[src/design/tphb_pkg.sv]
// shared types and constants of the touch position and button hit unit
// used by tphb_ctrl, tphb_dp and touch_position_and_button_hit_unit; no dependencies
`default_nettype none

package tphb_pkg;

  // area table size and derived widths
  localparam int MAX_AREAS = 32;
  localparam int IDX_W     = (MAX_AREAS > 1) ? $clog2(MAX_AREAS) : 1;
  localparam int COUNT_W   = $clog2(MAX_AREAS + 1);

  // fixed field widths
  localparam int ADC_W    = 10;
  localparam int CORNER_W = 9;
  localparam int SCALE_W  = 16;
  localparam int POS_W    = 16;
  localparam int BTN_W    = 6;
  localparam int SLOT_W   = 5;
  localparam int ENTRY_W  = 32;

  // divide by the scale base through a reciprocal multiply;
  // exact for every product below 2**26
  localparam int SCALE_DIV   = 1000;
  localparam int RECIP_SHIFT = 36;
  localparam int MUL_A_W     = 26;
  localparam int MUL_B_W     = 27;
  localparam int PROD_W      = MUL_A_W + MUL_B_W;
  localparam logic [MUL_B_W-1:0] RECIP_MUL =
    MUL_B_W'(((64'd1 << RECIP_SHIFT) + 64'(SCALE_DIV - 1)) / 64'(SCALE_DIV));

  typedef enum logic [1:0] {
    FUNC_SAMPLE = 2'd0,
    FUNC_ADD    = 2'd1,
    FUNC_CLEAR  = 2'd2
  } func_t;

  typedef enum logic [1:0] {
    REG_OFFSET_X = 2'd0,
    REG_OFFSET_Y = 2'd1,
    REG_SCALE_X  = 2'd2,
    REG_SCALE_Y  = 2'd3
  } reg_idx_t;

  typedef enum logic [2:0] {
    ST_NONE    = 3'd0,
    ST_CONV    = 3'd1,
    ST_UNCAL   = 3'd2,
    ST_ADDED   = 3'd3,
    ST_FULL    = 3'd4,
    ST_CLEARED = 3'd5
  } status_t;

  typedef enum logic [1:0] {
    MUL_SCALE_X,
    MUL_SCALE_Y,
    MUL_RECIP
  } mul_op_t;

  typedef enum logic [3:0] {
    S_IDLE,
    S_DECODE,
    S_MUL_X,
    S_DIV_X,
    S_MUL_Y,
    S_DIV_Y,
    S_SCAN_START,
    S_SCAN,
    S_DONE
  } state_t;

  typedef struct packed {
    logic [CORNER_W-1:0] stop_y;
    logic [CORNER_W-1:0] stop_x;
    logic [CORNER_W-1:0] start_y;
    logic [CORNER_W-1:0] start_x;
    logic [ADC_W-1:0]    adc_y;
    logic [ADC_W-1:0]    adc_x;
    logic [1:0]          func;
  } item_t;

  typedef struct packed {
    logic [2:0]        status;
    logic [POS_W-1:0]  pos_x;
    logic [POS_W-1:0]  pos_y;
    logic [BTN_W-1:0]  button;
    logic [SLOT_W-1:0] area_slot;
  } result_t;

  // controller to datapath
  typedef struct packed {
    logic    take;
    logic    mul_en;
    mul_op_t mul_op;
    logic    px_load;
    logic    scan_start;
    logic    scan_step;
    logic    res_en;
    status_t res_code;
    logic    area_wr;
    logic    area_clr;
    logic    out_load;
  } cmd_t;

  // datapath to controller
  typedef struct packed {
    logic [1:0] func;
    logic       touch;
    logic       calib;
    logic       full;
    logic       scan_done;
  } sts_t;

endpackage

`default_nettype wire

[src/design/tphb_ctrl.sv]
// controller state machine: handshakes, item sequencing, output word valid
// depends on tphb_pkg
`default_nettype none

module tphb_ctrl (
  input  wire logic          clk,
  input  wire logic          rst,
  input  wire logic          in_valid,
  output logic               in_ready,
  output logic               out_valid,
  input  wire logic          out_ready,
  input  wire tphb_pkg::sts_t sts,
  output tphb_pkg::cmd_t     cmd
);
  import tphb_pkg::*;

  state_t state, state_next;
  logic   out_valid_next;

  always_ff @(posedge clk) begin
    if (rst) begin
      state     <= S_IDLE;
      out_valid <= 1'b0;
    end else begin
      state     <= state_next;
      out_valid <= out_valid_next;
    end
  end

  // next state
  always_comb begin
    state_next = state;
    unique case (state)
      S_IDLE: begin
        if (in_valid) state_next = S_DECODE;
      end
      S_DECODE: begin
        if (sts.func == FUNC_SAMPLE && sts.touch && sts.calib) state_next = S_MUL_X;
        else state_next = S_DONE;
      end
      S_MUL_X:      state_next = S_DIV_X;
      S_DIV_X:      state_next = S_MUL_Y;
      S_MUL_Y:      state_next = S_DIV_Y;
      S_DIV_Y:      state_next = S_SCAN_START;
      S_SCAN_START: state_next = S_SCAN;
      S_SCAN: begin
        if (sts.scan_done) state_next = S_DONE;
      end
      S_DONE: begin
        if (!out_valid || out_ready) state_next = S_IDLE;
      end
      default: state_next = S_IDLE;
    endcase
  end

  // outputs
  always_comb begin
    cmd      = '0;
    cmd.mul_op   = MUL_RECIP;
    cmd.res_code = ST_NONE;
    in_ready = 1'b0;
    unique case (state)
      S_IDLE: begin
        in_ready = 1'b1;
        cmd.take = in_valid;
      end
      S_DECODE: begin
        case (func_t'(sts.func))
          FUNC_SAMPLE: begin
            if (!sts.touch) begin
              cmd.res_en   = 1'b1;
              cmd.res_code = ST_NONE;
            end else if (!sts.calib) begin
              cmd.res_en   = 1'b1;
              cmd.res_code = ST_UNCAL;
            end
          end
          FUNC_ADD: begin
            cmd.res_en   = 1'b1;
            cmd.res_code = sts.full ? ST_FULL : ST_ADDED;
            cmd.area_wr  = !sts.full;
          end
          FUNC_CLEAR: begin
            cmd.res_en   = 1'b1;
            cmd.res_code = ST_CLEARED;
            cmd.area_clr = 1'b1;
          end
          default: begin
            cmd.res_en   = 1'b1;
            cmd.res_code = ST_NONE;
          end
        endcase
      end
      S_MUL_X: begin
        cmd.mul_en = 1'b1;
        cmd.mul_op = MUL_SCALE_X;
      end
      S_DIV_X: begin
        cmd.mul_en = 1'b1;
        cmd.mul_op = MUL_RECIP;
      end
      S_MUL_Y: begin
        cmd.mul_en  = 1'b1;
        cmd.mul_op  = MUL_SCALE_Y;
        cmd.px_load = 1'b1;
      end
      S_DIV_Y: begin
        cmd.mul_en = 1'b1;
        cmd.mul_op = MUL_RECIP;
      end
      S_SCAN_START: cmd.scan_start = 1'b1;
      S_SCAN:       cmd.scan_step  = 1'b1;
      S_DONE:       cmd.out_load   = !out_valid || out_ready;
      default: ;
    endcase
  end

  // output word valid: set on load, cleared once taken
  always_comb begin
    out_valid_next = out_valid;
    if (cmd.out_load) out_valid_next = 1'b1;
    else if (out_ready) out_valid_next = 1'b0;
  end

endmodule

`default_nettype wire

[config.mk]
export PLATFORM = sky130hd
export DESIGN_NAME = tphb_ctrl
export DESIGN_NICKNAME = d
export VERILOG_FILES = /design/src/design/tphb_pkg.sv /design/src/design/tphb_ctrl.sv
export SDC_FILE = /design/constraint.sdc
export NUM_CORES = 1
export LEC_CHECK = 0
export ABC_AREA = 1
export BUFFER_PORTS_ARGS = -buffer_cell sky130_fd_sc_hd__buf_2
export CAP_MARGIN = 20
export CORE_MARGIN = 8
export CORE_UTILIZATION = 35
export DETAILED_ROUTE_END_ITERATION = 10
export GPL_TIMING_DRIVEN = 0
export RECOVER_POWER = 100
export SKIP_CTS_REPAIR_TIMING = 1
export SYNTH_ARGS = -nofsm -noshare
export SYNTH_HDL_FRONTEND = slang
export SYNTH_SLANG_ARGS = --single-unit
[constraint.sdc]
create_clock -name clk -period 1.2 [get_ports clk]
set_input_delay 0.06 -clock clk [delete_from_list [all_inputs] [get_ports clk]]
set_output_delay 0.06 -clock clk [all_outputs]
set_load 0.1 [all_outputs]
# Yosys cells after proc, flatten, opt, wreduce, memory -nomap -nowiden
# Index checks and enable logic that the tools add are counted.
[word_totals] ff_bits=5 elab_cells=46 latchBits=0 memories=0 mem_bits_ro=0 ram_bits=0
[op_classes] n_mux=21 eq_ne=13 div=0 bitwise=0 multipliers=0 n_addsub=0 reduce_logical=10 magnitude_cmp=0 shifts=0
[op_table] op="4-bit case mux with 9 select lines" n=1
[op_table] op="4-bit 2-to-1 mux" n=6
[op_table] op="4-bit by 3-bit == test with 1-bit output (second input constant)" n=4
[op_table] op="4-bit case mux with 3 select lines" n=1
[op_table] op="1-bit 2-to-1 mux" n=10
[op_table] op="3-bit case mux with 3 select lines" n=1
[op_table] op="4-bit by 2-bit == test with 1-bit output (second input constant)" n=2
[op_table] op="6-bit 2-to-1 mux" n=1
[op_table] op="2-bit inequality test (second input constant)" n=3
[op_table] op="4-bit by 1-bit == test with 1-bit output (second input constant)" n=1
[op_table] op="4-bit == test (second input constant)" n=1
[op_table] op="4-bit logical NOT" n=1
[op_table] op="3-bit 2-to-1 mux" n=1
[op_table] op="3-bit AND reduction" n=1
[op_table] op="2-bit by 1-bit == test with 1-bit output (second input constant)" n=1
[op_table] op="2-bit == test (second input constant)" n=1
[op_table] op="1-bit logical AND" n=2
[op_table] op="1-bit logical NOT" n=2
[op_table] op="2-bit logical NOT" n=1
[op_table] op="2-bit nonzero test" n=1
[op_table] op="2-bit OR reduction" n=1
[op_table] op="1-bit logical OR" n=1

# Longest topological paths before layout
[logic_depth] depth_word=5 mapped_depth=8 depth_no_buf=8

# Worst setup path before layout
# No wires, ideal clock.
[synth_path] path_type="register to output" from="register state[2]" to="output port cmd[11] (netlist name)" path_slack_ns=-2.037 n_path_buf=0 required_ns=1.140 arrival_ns=3.177 path_stages_with_launch=6 path_cell_list="dfxtp_1 inv_1 nor2_2 inv_1 o21ai_1 nand2_1"
[synth_rtl] item="start: declaration" line="tphb_ctrl.sv:17" rtl="state_t state, state_next;"
[synth_rtl] item="start signal: assignment" line="tphb_ctrl.sv:25" rtl="state <= state_next;"
[synth_rtl] item="end: declaration" line="tphb_ctrl.sv:13" rtl="output tphb_pkg::cmd_t cmd"

==> impl_metrics.csv <==
group,metric,value,unit
status,outcome,"complete, but fails checks",
status,failed_checks,"setup timing",
clock_network,cts_root_buf,"clkbuf_4",
sta,slew_violations,0,
global_routing,grt_antenna_before_repair,0,
sta,clock.fmax,664.0,MHz
clock_network,htreeDepth,1,
synth,synth_warnings,0,
sta,rsz0062_at_grt,"true",
synth,synth_area_leader_cell,"dfxtp_1",
synth,synth_most_common_cell,"inv_1",
synth,netlist_area,520.5,um2
floorplan,core_area,1454,um2
global_routing,grt_pass1_vias,623,
pwr,powerDensity,1023,nW/um2
setup_path,worstSetupPathType,"flip-flop to primary output",
final_layout,drive_gt1_share,56.15,%
global_routing,overflow,0,
global_routing,grt_pass1_wl,2.477,mm
final_layout,final_util,82.44,%
pwr,power.total,1.226,mW
floorplan,die-area,2977,um2
drt,wl_per_cell,12.84,um
clock_network,clkTransAtPathRegs,0.05,ns
final_layout,synthToLayoutAreaGrowth,130.3,%
synth,synth.distinct_cells,19,
final_layout,postLayoutCellArea,1199,um2
synth,seq_area_frac_synth,19.23,%
setup_path,critPathLaunchType,"flip-flop",
min_path,hold_class,"input port to flip-flop",
synth,synth_edf_count,0,
synth,syn_avg_cell_area,5.658,um2
setup_path,end_kind,"primary output",
sta,post-route-period-util,125.5,%
setup_path,arrival,1.45,ns
clock_network,numCtsBuffers,3,
sta,fin_skew,0.003911,ns
placed_design,dpl_cell_area,804.5,um2
drt,drtPass1Iterations,4,
placed_design,port_buffers,25,
drt,drtIter0Drc,4,
drt,ant_nets,0,
placed_design,placedCellCount,133,
synth,synth_commonest_cells,"25 x inv_1, 15 x nand2_1, 15 x nor2_1, 9 x nand3_1, 5 x dfxtp_1",
sta,fin_crit,1.506,ns
synth,ys_ff_latch,5,
placed_design,place_ws,-0.4475,ns
floorplan,start_util,35.80,%
synth,synthArstFlopShare,0,%
floorplan,num_rows,14,
drt,vias,705,
setup_path,cp_max_fo,6,
drt,wl,1.875,mm
sta,setup_violations,16,
sta,setup_tns,-3.061,ns
sta,hold_viol,0,
placed_design,place_congestion,0.7413,
global_routing,track_usage,10.96,%
sta,tightest_slew,0.4892,ns
drt,routed_via_density,4.829,
floorplan,io_pins,26,
job,maxCapViolCount,0,
sta,relSlewSlack,67.61,%
setup_path,cp.required,1.14,ns
sta,layout_setup_ws,-0.3060,ns
synth,synth_area_leaders,"dfxtp_1 19%, inv_1 18%, nand2_1 11%",
pwr,peakVddDrop,0.8434,mV
final_layout,final_nets,145,
clock_network,cts_sinks,5,
sta,hold_ws,0.1445,ns
floorplan,die_h,54.57,um
synth,synth_cells,92,
final_layout,final_cells,146,
global_routing,grt_start_max_net_pins,7,
synth,syn_nets,106,
placed_design,dp_hpwl,1.263,mm
clock_network,cts_tree,"built",
clock_network,clk_path_buf_depth,2,
final_layout,antennaDiodeCount,0,
synth,synth_top_flop_cell,"dfxtp_1",
clock_network,insertion_delay,0.24,ns
drt,drc,0,
pwr,p_leak,0.5779,nW
synth,yosysTopAreaCellShare,19.23,%
floorplan,die_w,54.57,um
==> layout by cell type (no fill, tap or decap), types with 2 or more instances in the layout <==
master | netlist | layout
nor2_2 | 3 | 2
buf_12 | 0 | 15
inv_2 | 0 | 2
nor2_4 | 0 | 11
buf_2 | 0 | 10
inv_4 | 0 | 5
nand3_1 | 9 | 8
inv_1 | 25 | 17
clkbuf_4 | 0 | 3
nand2_1 | 15 | 13
ha_1 | 4 | 4
nor3_4 | 0 | 2
o21ai_4 | 0 | 2
buf_4 | 1 | 8
a31oi_1 | 2 | 2
nor2_1 | 15 | 5
dfxtp_4 | 0 | 5
==> routing by layer <==
layer | up-vias | wire length, um | GRT usage (%)
li1 | 359 | - | -
met1 | 321 | 678 | 12.11
met2 | 23 | 1056 | 19.08
met3 | 2 | 122 | 4.620
met4 | 0 | 18 | 2.459
met5 | - | 0 | 0
==> state kept, by name, indices dropped and copies added, names as in the netlist <==
name       count
out_valid      1
state          4
==> cells by family (layout without fill, tap and decap cells) <==
| kind of cell | count (synthesis) | in the layout | share of synthesized area (%) |
|---|---|---|---|
| adder cells (fa/ha/maj) | 4 | 4 | 9.616 |
| AO/OA/AOI/OAI | 10 | 10 | 11.54 |
| AND/OR/NAND/NOR | 47 | 47 | 40.14 |
| flip-flops | 5 | 5 | 19.23 |
| buffers and inverters | 26 | 64 | 19.47 |
==> where the power goes <==
part / total [mW] / internal [mW] / leakage (nW) / switching (mW)
combinational: 0.824 / 0.285 / 0.518 / 0.540
sequential: 0.204 / 0.182 / 0.0445 / 0.0220
clock: 0.197 / 0.126 / 0.0150 / 0.0713
total: 1.23 / 0.593 / 0.578 / 0.633
==> cell type report <==
type / count / area (um2)
fillers: 103 / 255.2
multi-input cells: 61 / 491.7
inverters: 25 / 110.1
well taps: 16 / 20.02
plain buffers: 1 / 7.507
repair buffers: 34 / 424.2
clock buffers: 4 / 26.28
flip-flops and latches: 5 / 118.9
==> final timing paths <==
kind | from | endpoint | slack, ns | cells after the start
max | state[3] | cmd[3] | -0.31 | 6
min | sts[0] | state[2] | 0.14 | 4
max reg2reg | state[3] | state[1] | 0 | 8
min reg2reg | state[3] | state[2] | 0.59 | 3
==> critical path, stage by stage, from the launching register on <==
cell     delay [ns]
dfxtp_4        0.36
nor2_4         0.22
nand2_4        0.12
inv_4          0.08
o21ai_4        0.07
a21oi_4        0.15
buf_12         0.19
Power figures use the tool's default switching activity.
