File: src/design/tphb_pkg.sv
// shared types and constants of the touch position and button hit unit
// used by tphb_ctrl, tphb_dp and touch_position_and_button_hit_unit; no dependencies
`default_nettype none

package tphb_pkg;

  // area table size and derived widths
  localparam int MAX_AREAS = 32;
  localparam int IDX_W     = (MAX_AREAS > 1) ? $clog2(MAX_AREAS) : 1;
  localparam int COUNT_W   = $clog2(MAX_AREAS + 1);

  // fixed field widths
  localparam int ADC_W    = 10;
  localparam int CORNER_W = 9;
  localparam int SCALE_W  = 16;
  localparam int POS_W    = 16;
  localparam int BTN_W    = 6;
  localparam int SLOT_W   = 5;
  localparam int ENTRY_W  = 32;

  // divide by the scale base through a reciprocal multiply;
  // exact for every product below 2**26
  localparam int SCALE_DIV   = 1000;
  localparam int RECIP_SHIFT = 36;
  localparam int MUL_A_W     = 26;
  localparam int MUL_B_W     = 27;
  localparam int PROD_W      = MUL_A_W + MUL_B_W;
  localparam logic [MUL_B_W-1:0] RECIP_MUL =
    MUL_B_W'(((64'd1 << RECIP_SHIFT) + 64'(SCALE_DIV - 1)) / 64'(SCALE_DIV));

  typedef enum logic [1:0] {
    FUNC_SAMPLE = 2'd0,
    FUNC_ADD    = 2'd1,
    FUNC_CLEAR  = 2'd2
  } func_t;

  typedef enum logic [1:0] {
    REG_OFFSET_X = 2'd0,
    REG_OFFSET_Y = 2'd1,
    REG_SCALE_X  = 2'd2,
    REG_SCALE_Y  = 2'd3
  } reg_idx_t;

  typedef enum logic [2:0] {
    ST_NONE    = 3'd0,
    ST_CONV    = 3'd1,
    ST_UNCAL   = 3'd2,
    ST_ADDED   = 3'd3,
    ST_FULL    = 3'd4,
    ST_CLEARED = 3'd5
  } status_t;

  typedef enum logic [1:0] {
    MUL_SCALE_X,
    MUL_SCALE_Y,
    MUL_RECIP
  } mul_op_t;

  typedef enum logic [3:0] {
    S_IDLE,
    S_DECODE,
    S_MUL_X,
    S_DIV_X,
    S_MUL_Y,
    S_DIV_Y,
    S_SCAN_START,
    S_SCAN,
    S_DONE
  } state_t;

  typedef struct packed {
    logic [CORNER_W-1:0] stop_y;
    logic [CORNER_W-1:0] stop_x;
    logic [CORNER_W-1:0] start_y;
    logic [CORNER_W-1:0] start_x;
    logic [ADC_W-1:0]    adc_y;
    logic [ADC_W-1:0]    adc_x;
    logic [1:0]          func;
  } item_t;

  typedef struct packed {
    logic [2:0]        status;
    logic [POS_W-1:0]  pos_x;
    logic [POS_W-1:0]  pos_y;
    logic [BTN_W-1:0]  button;
    logic [SLOT_W-1:0] area_slot;
  } result_t;

  // controller to datapath
  typedef struct packed {
    logic    take;
    logic    mul_en;
    mul_op_t mul_op;
    logic    px_load;
    logic    scan_start;
    logic    scan_step;
    logic    res_en;
    status_t res_code;
    logic    area_wr;
    logic    area_clr;
    logic    out_load;
  } cmd_t;

  // datapath to controller
  typedef struct packed {
    logic [1:0] func;
    logic       touch;
    logic       calib;
    logic       full;
    logic       scan_done;
  } sts_t;

endpackage

`default_nettype wire

File: src/design/tphb_dp.sv
// datapath: config registers, input latch, shared multiplier, area table
// memory with scan, result and output registers; depends on tphb_pkg
`default_nettype none

module tphb_dp (
  input  wire logic                  clk,
  input  wire logic                  rst,
  input  wire logic                  cfg_we,
  input  wire logic [1:0]            cfg_index,
  input  wire logic [15:0]           cfg_data,
  input  wire tphb_pkg::item_t       item,
  input  wire tphb_pkg::cmd_t        cmd,
  output tphb_pkg::sts_t             sts,
  output tphb_pkg::result_t          out_word
);
  import tphb_pkg::*;

  logic [ADC_W-1:0]   ofs_x, ofs_y;
  logic [SCALE_W-1:0] scale_x, scale_y;

  item_t              cur;
  logic [PROD_W-1:0]  prod;
  logic [MUL_A_W-1:0] mul_a;
  logic [MUL_B_W-1:0] mul_b;
  logic [ADC_W-1:0]   dx, dy;

  logic [ENTRY_W-1:0] area_mem [MAX_AREAS];
  logic [ENTRY_W-1:0] rd_data;
  logic [COUNT_W-1:0] area_count;
  logic [COUNT_W-1:0] ridx;
  logic [IDX_W-1:0]   cidx;
  logic               dv;
  logic               hit;
  logic [7:0]         hx, hy;
  logic [POS_W-1:0]   py_conv;
  logic               off_screen;

  result_t            res;

  function automatic logic [POS_W-1:0] sat_quot(input logic [PROD_W-1:0] p);
    logic [PROD_W-RECIP_SHIFT-1:0] q;
    q = p[PROD_W-1:RECIP_SHIFT];
    return q[POS_W] ? {POS_W{1'b1}} : q[POS_W-1:0];
  endfunction

  // config registers
  always_ff @(posedge clk) begin
    if (rst) begin
      ofs_x   <= '0;
      ofs_y   <= '0;
      scale_x <= '0;
      scale_y <= '0;
    end else if (cfg_we) begin
      unique case (reg_idx_t'(cfg_index))
        REG_OFFSET_X: ofs_x   <= cfg_data[ADC_W-1:0];
        REG_OFFSET_Y: ofs_y   <= cfg_data[ADC_W-1:0];
        REG_SCALE_X:  scale_x <= cfg_data;
        REG_SCALE_Y:  scale_y <= cfg_data;
      endcase
    end
  end

  always_ff @(posedge clk) begin
    if (cmd.take) cur <= item;
  end

  assign dx = cur.adc_x - ofs_x;
  assign dy = cur.adc_y - ofs_y;

  // one shared multiplier: scale product, then reciprocal of the scale base
  always_comb begin
    case (cmd.mul_op)
      MUL_SCALE_X: begin
        mul_a = MUL_A_W'(dx);
        mul_b = MUL_B_W'(scale_x);
      end
      MUL_SCALE_Y: begin
        mul_a = MUL_A_W'(dy);
        mul_b = MUL_B_W'(scale_y);
      end
      default: begin
        mul_a = prod[MUL_A_W-1:0];
        mul_b = RECIP_MUL;
      end
    endcase
  end

  always_ff @(posedge clk) begin
    if (cmd.mul_en) prod <= {{MUL_B_W{1'b0}}, mul_a} * {{MUL_A_W{1'b0}}, mul_b};
  end

  assign py_conv    = sat_quot(prod);
  assign off_screen = (res.pos_x[POS_W-1:9] != '0) || (py_conv[POS_W-1:9] != '0);

  // area table
  always_ff @(posedge clk) begin
    if (cmd.area_wr) begin
      area_mem[area_count[IDX_W-1:0]] <= {cur.stop_y[8:1], cur.stop_x[8:1],
                                          cur.start_y[8:1], cur.start_x[8:1]};
    end
    if (cmd.scan_step) rd_data <= area_mem[ridx[IDX_W-1:0]];
  end

  always_ff @(posedge clk) begin
    if (rst) begin
      area_count <= '0;
    end else if (cmd.area_clr) begin
      area_count <= '0;
    end else if (cmd.area_wr) begin
      area_count <= area_count + COUNT_W'(1);
    end
  end

  // scan pipeline: read issue, then compare on registered data
  always_ff @(posedge clk) begin
    if (rst) begin
      dv <= 1'b0;
    end else if (cmd.scan_start) begin
      dv <= 1'b0;
    end else if (cmd.scan_step) begin
      dv <= ridx < area_count;
    end
  end

  always_ff @(posedge clk) begin
    if (cmd.scan_start) begin
      ridx <= off_screen ? area_count : '0;
    end else if (cmd.scan_step && ridx < area_count) begin
      ridx <= ridx + COUNT_W'(1);
      cidx <= ridx[IDX_W-1:0];
    end
  end

  assign hx  = res.pos_x[8:1];
  assign hy  = res.pos_y[8:1];
  assign hit = hx >= rd_data[7:0] && hx <= rd_data[23:16] &&
               hy >= rd_data[15:8] && hy <= rd_data[31:24];

  // result register
  always_ff @(posedge clk) begin
    if (cmd.res_en) begin
      res.status    <= cmd.res_code;
      res.pos_x     <= (cmd.res_code == ST_UNCAL) ? POS_W'(cur.adc_x) : '0;
      res.pos_y     <= (cmd.res_code == ST_UNCAL) ? POS_W'(cur.adc_y) : '0;
      res.button    <= '0;
      res.area_slot <= (cmd.res_code == ST_ADDED) ? SLOT_W'(area_count) : '0;
    end
    if (cmd.px_load) res.pos_x <= sat_quot(prod);
    if (cmd.scan_start) begin
      res.status    <= ST_CONV;
      res.pos_y     <= py_conv;
      res.button    <= '0;
      res.area_slot <= '0;
    end
    if (cmd.scan_step && dv && hit) res.button <= BTN_W'(cidx) + BTN_W'(1);
  end

  always_ff @(posedge clk) begin
    if (cmd.out_load) out_word <= res;
  end

  assign sts.func      = cur.func;
  assign sts.touch     = cur.adc_x > ofs_x && cur.adc_y > ofs_y;
  assign sts.calib     = scale_x != '0 && scale_y != '0;
  assign sts.full      = area_count == COUNT_W'(MAX_AREAS);
  assign sts.scan_done = (dv && hit) || (!dv && ridx >= area_count);

endmodule

`default_nettype wire

File: config.mk
export PLATFORM = sky130hd
export DESIGN_NAME = tphb_dp
export DESIGN_NICKNAME = d
export VERILOG_FILES = /design/src/design/tphb_pkg.sv /design/src/design/tphb_dp.sv
export SDC_FILE = /design/constraint.sdc
export NUM_CORES = 2
export LEC_CHECK = 0
export ABC_AREA = 1
export BUFFER_PORTS_ARGS = -buffer_cell sky130_fd_sc_hd__buf_2
export CORE_AREA = 2 2 434 436
export DETAILED_ROUTE_END_ITERATION = 10
export DIE_AREA = 0 0 436 438
export SLEW_MARGIN = 10
export SYNTH_ARGS = -nofsm -noshare
export SYNTH_HDL_FRONTEND = slang
export SYNTH_SLANG_ARGS = --single-unit
File: constraint.sdc
create_clock -name clk -period 11 [get_ports clk]
set_clock_uncertainty 0.2 [all_clocks]
set_input_delay 0 -clock clk [delete_from_list [all_inputs] [get_ports clk]]
set_output_delay 0 -clock clk [all_outputs]
set_load 0.01 [all_outputs]
; Yosys cells after proc, flatten, opt, wreduce, memory -nomap -nowiden
; Memory sizes are Yosys's and may differ from the RTL's. A register that Yosys moved wholly into a read port is not among the register bits.
; Cells that the tools add are included.
[word_totals]
register_bits = 273
mem_count = 1
ramBits = 1024
output_inout_bits = 52
[memory_table]
columns = memory, depth, width, rd, rd_ports_with_merged_regs, wr, line
row1 = area_mem, 32, 32, 1, 1, 1, tphb_dp.sv:27  ; logic [ENTRY_W-1:0] area_mem [MAX_AREAS];
[op_classes]
bitwise = 1
n_lt_le_gt_ge = 8
n_mux = 15
n_eq_ne = 7
n_mul = 1
n_reduce_logical = 30
add_sub_neg = 5
[ops]
columns = op, count
row1 = $pmux W27 S2, 1
row2 = $mul A26 B27 Y53, 1
row3 = $pmux W26 S2, 1
row4 = $mux W43, 1
row5 = $mux W16, 2
row6 = $reduce_bool A16 Y1, 2
row7 = $mux W27, 1
row8 = $mux W6, 4
row9 = $gt A10 B10 Y1, 2
row10 = $mux W10, 2
row11 = $sub A10 B10 Y10, 2
row12 = $ge A8 B8 Y1, 2
row13 = $le A8 B8 Y1, 2
row14 = $reduce_bool A7 Y1, 2
row15 = $add A6 B1 Y6 const B, 2
row16 = $logic_and A1 B1 Y1, 10
row17 = $reduce_and A2 Y1, 5
row18 = $add A5 B1 Y6 const B, 1
row19 = $eq A3 B2 Y1 const B, 2
row20 = $eq A6 B6 Y1 const B, 1
row21 = $ge A6 B6 Y1, 1
row22 = $lt A6 B6 Y1, 1
row23 = $reduce_bool A2 Y1, 3
row24 = $mux W5, 1
row25 = 9 further kinds, 15

; Logic depth before layout (Yosys ltp)
[logic_depth]
ltp_word = 6
mapped_depth = 38

; Worst setup path after synthesis
; OpenSTA, ideal clock, no wires.
[synth_timing]
path_type = flip-flop to flip-flop
from = register cur[2] (netlist bit)
to = register prod[40] (data pin)
stages_incl_launch_ff = 35
setup_ns = 0.252
t_arrival_ns = 6.621
synth_period_minus_slack_ns = 7.073
required_time_ns = 10.548
path_slack_ns = 3.927
path_cell_list = edfxtp_1 -> inv_1 -> ha_1 -> fa_1 -> inv_1 -> nand3_1 -> nand2_1 -> nand3_1 -> nand2_1 -> nand2_1 -> nand3_1 -> clkbuf_1 -> nand4_1 -> fa_1 -> fa_1 -> fa_1 -> inv_1 -> fa_1 -> inv_1 -> fa_1 -> inv_1 -> fa_1 -> inv_1 -> fa_1 -> inv_1 -> ha_1 -> nand2_1 -> nor2_1 -> inv_1 -> nor2_1 -> nand3_1 -> nand3_1 -> nand2_1 -> nand3_1 -> nand2_1
[synth_between]
elab_chain_cells = 3
[synth_rtl]
columns = item, line
row1 = start: declaration, tphb_dp.sv:21  ; item_t cur;
row2 = start signal: assignment, tphb_dp.sv:64  ; if (cmd.take) cur <= item;
row3 = $sub A10 B10 Y10, tphb_dp.sv:67  ; assign dx = cur.adc_x - ofs_x;
row4 = $pmux W26 S2, tphb_dp.sv:72  ; case (cmd.mul_op)
row5 = $mul A26 B27 Y53, tphb_dp.sv:89  ; if (cmd.mul_en) prod <= {{MUL_B_W{1'b0}}, mul_a} * {{MUL_A_W{1'b0}}, mul_b};
row6 = end signal: assignment, tphb_dp.sv:89
row7 = end: declaration, tphb_dp.sv:22  ; logic [PROD_W-1:0] prod;
; Every way passes these cells.
; A chain may end at the register's enable or synchronous reset.

; Worst setup path after layout
[layout_timing]
from = register cur[12] (netlist bit)
to = register prod[36] (data pin)
[layout_between]
elab_chain_cells = 3
[layout_rtl]
columns = item, line
row1 = $sub A10 B10 Y10, tphb_dp.sv:68  ; assign dy = cur.adc_y - ofs_y;
row2 = $pmux W26 S2, tphb_dp.sv:72
row3 = $mul A26 B27 Y53, tphb_dp.sv:89
; Every way passes these cells.

==> impl_metrics.toml <==
[floorplan]
io_pins = 145
initial_core_util_pct = 37.7
die_w_um = 436
coreArea_sq_um = 187000
dieHeight_um = 438
num_rows = 159
dieArea_sq_um = 191000

[global_route]
grt_pass1_vias = 46400
grt.overflow.total = 0
grt_max_degree = 202
grt_pass1_wl_um = 297000
antenna_found_initial = 13
grt_use_total_pct = 20.6

[setup_path]
crit_type = "flip-flop to flip-flop"
crit_path_top_delay_cell = "fa_1"
rrSetupSlack_ns = 2.48
cp_common_cell = "fa_1"
crit_path_max_fanout = 12
cpLargestDelayFamily = "adder cells"
cp-start-kind = "flip-flop"
r2r_cells = 30
rr_endpoint = "prod[36]"
worstSetupEndpointType = "flip-flop"
slowest_delay_ns = 0.56
critPathRequiredTime_ns = 11.31
path_buf_inv = 7
arrival_ns = 8.83
worstReg2RegStart = "cur[12]"

[synthesis]
synth-edff-count = 1248
synth.avg_cell_area_sq_um = 10.8
ys_seq_elements = 1315
syn_area_sq_um = 70300
synth.distinct_cells = 43
synthFlopType = "edfxtp_1"
yosys.area.top_type = "edfxtp_1"
synth_top_area_share_pct = 53.3
seq_area_frac_synth_pct = 55.2
syn_inst = 6540
synthArstFlopShare_pct = 0
yosysWarnings = 0
synthTopCellsByArea = "edfxtp_1 (53%), fa_1 (11%), ha_1 (5.4%)"

[clock_network]
clk_pin_slew_ns = 0.06
cts_buffers = 141
clockBufferDepth = 3
cts_tree = "built"
cts_max_level = 4
cts_sinks = 1315
cts_root_buf = "clkbuf_16"
cts_resized = 0
insertion_delay_ns = 0.77

[job]
maxCapViolCount = 0

[placement]
dpl.hpwl_um = 124000
portBuffers = 140
place.gp.congestion = 0.916

[sta]
finalCritPeriodShare_pct = 77.5
finalSetupViolations = 0
tightest_slew_ns = 1.10
final-hold-violation-count = 0
rsz0062_at_grt = "false"
final.setup.tns_ns = 0
slew_viol_final = 0
final.min_clock_period_ns = 8.52
fmax_mhz = 117
slew_headroom_pct = 26.2

[cells_and_area]
layout.nets = 7703
fill_cells = 17600
final_layout_size_suffix_gt1_share_pct = 6.47
syn2layout_area_growth_pct = 14.2

[worst_hold_path]
hold_depth = 2
hp-class = "input port to flip-flop"
holdPathEnd = "cur[24]"
hp-start = "cmd[13]"

[drt]
vias = 48200
wl_per_cell_um = 20.8
first_pass_iters = 6
drc_errors = 0
wl_um = 198000
ant_nets = 0
viasPerCell = 5.06
drt_iter0_markers = 4441

[status]
status = "completed"
## Yosys cell counts, drive strengths merged (20+ instances only)
library cell  count
xor2             22
nor2            900
o211ai          133
nand2           960
a21oi           140
nand3b           32
nor3             20
dfxtp            67
nand4            83
o22ai            83
ha              305
o21ai           576
clkbuf          144
fa              395
edfxtp         1248
buf             121
inv            1015
nand3           233
## logic make-up after synthesis
family                     after synthesis  share of synthesized area (%)
adders and majority gates              700                           16.7
and+or+nand+nor                       2251                           13.0
xor gates and xnor gates                26                          0.324
other                                    2                         0.0107
buffers and inverters                 1284                           7.12
AOI/OAI and AO/OA                      962                           7.67
DFF                                   1315                           55.2
## cell type report
class	instances	area (sq um)	share of cell area, %
inverters	1019	3840	4.78
well taps	2495	3120	3.89
clock inverters	76	678	0.844
clock buffers	178	3710	4.62
diodes	3	7.51	0.00934
repair buffers	382	2990	3.72
multi-input cells	4051	27200	33.8
flip-flops and latches	1315	38800	48.3
## per-stage QoR
stage / util (%) / cell area, sq um / hold WS [ns] / worst slack, ns / cells
finish: 43.1 / 80300 / 0.0324 / 2.48 / 9519
global route: 43.1 / 80300 / 0.0149 / 2.12 / 9516
CTS: 43.1 / 80300 / 0.000526 / 2.47 / 9516
detailed placement: 39.8 / 74200 / -0.0219 / 2.49 / 9088
global placement: 39.8 / 74200 / -0.0241 / 2.46 / 9088
floorplan: - / 70800 / -0.128 / 3.93 / 6650
## cells in the final DEF, fill, tap and decap left out, types with 20 or more instances in the layout
master	count
edfxtp_1	1248
inv_1	1005
nand2_1	960
nor2_1	865
o21ai_0	512
fa_1	395
ha_1	305
nand3_1	232
dlygate4sd3_1	174
clkbuf_16	143
a21oi_1	140
buf_2	139
o211ai_1	133
conb_1	112
nand4_1	83
o22ai_1	74
dfxtp_1	67
buf_4	66
o21ai_1	63
clkinv_1	45
clkbuf_1	35
nor2_4	34
nand3b_1	32
xor2_1	22
nor3_1	20
## worst reg2reg max path, delay by kind of cell, from the launching register on
family	cells	cell delay, ns
adder cells (fa/ha/maj)	10	4.42
AND/OR/NAND/NOR	10	2.02
AO/OA/AOI/OAI	3	0.89
buffers and inverters	7	0.41
flip-flops	1	0.33
## sequential cells by signal (all words and copies together) (netlist names)
register,count
sts,2
ridx,6
hy,8
res,30
rd_data,32
ofs_x,10
prod,43
ofs_y,10
out_word,46
dv,1
cidx,5
area_count,6
scale_x,16
scale_y,16
hx,8
cur,52
area_mem,1024
## timing repair
action                                 in CTS  in global routing
hold buffers                              174                  0
setup endpoints to repair                   0                  0
setup buffers                               0                  0
endpoints found under the hold margin     320                  0
## layer usage
| layer | wire length (um) | vias to the layer above | GRT usage [%] |
|---|---|---|---|
| li1 | - | 22400 | - |
| met1 | 88800 | 23800 | 29.7 |
| met2 | 90300 | 1661 | 32.3 |
| met3 | 13600 | 294 | 3.21 |
| met4 | 5610 | 6 | 5.91 |
| met5 | 37 | - | 0 |
## how the worst max path moves through the flow
stage                  from       end  slack, ns  cells past startpoint
detailed placement  cur[12]  prod[36]       2.49                     30
finish              cur[12]  prod[36]       2.48                     30
CTS                 cur[12]  prod[36]       2.47                     30
global placement    cur[12]  prod[36]       2.46                     30
global route        cur[12]  prod[40]       2.12                     32
floorplan            cur[2]  prod[40]       3.93                     34
Power is not shown: default switching activity piles up to over one toggle a cycle in this logic, so the estimate is an artifact.
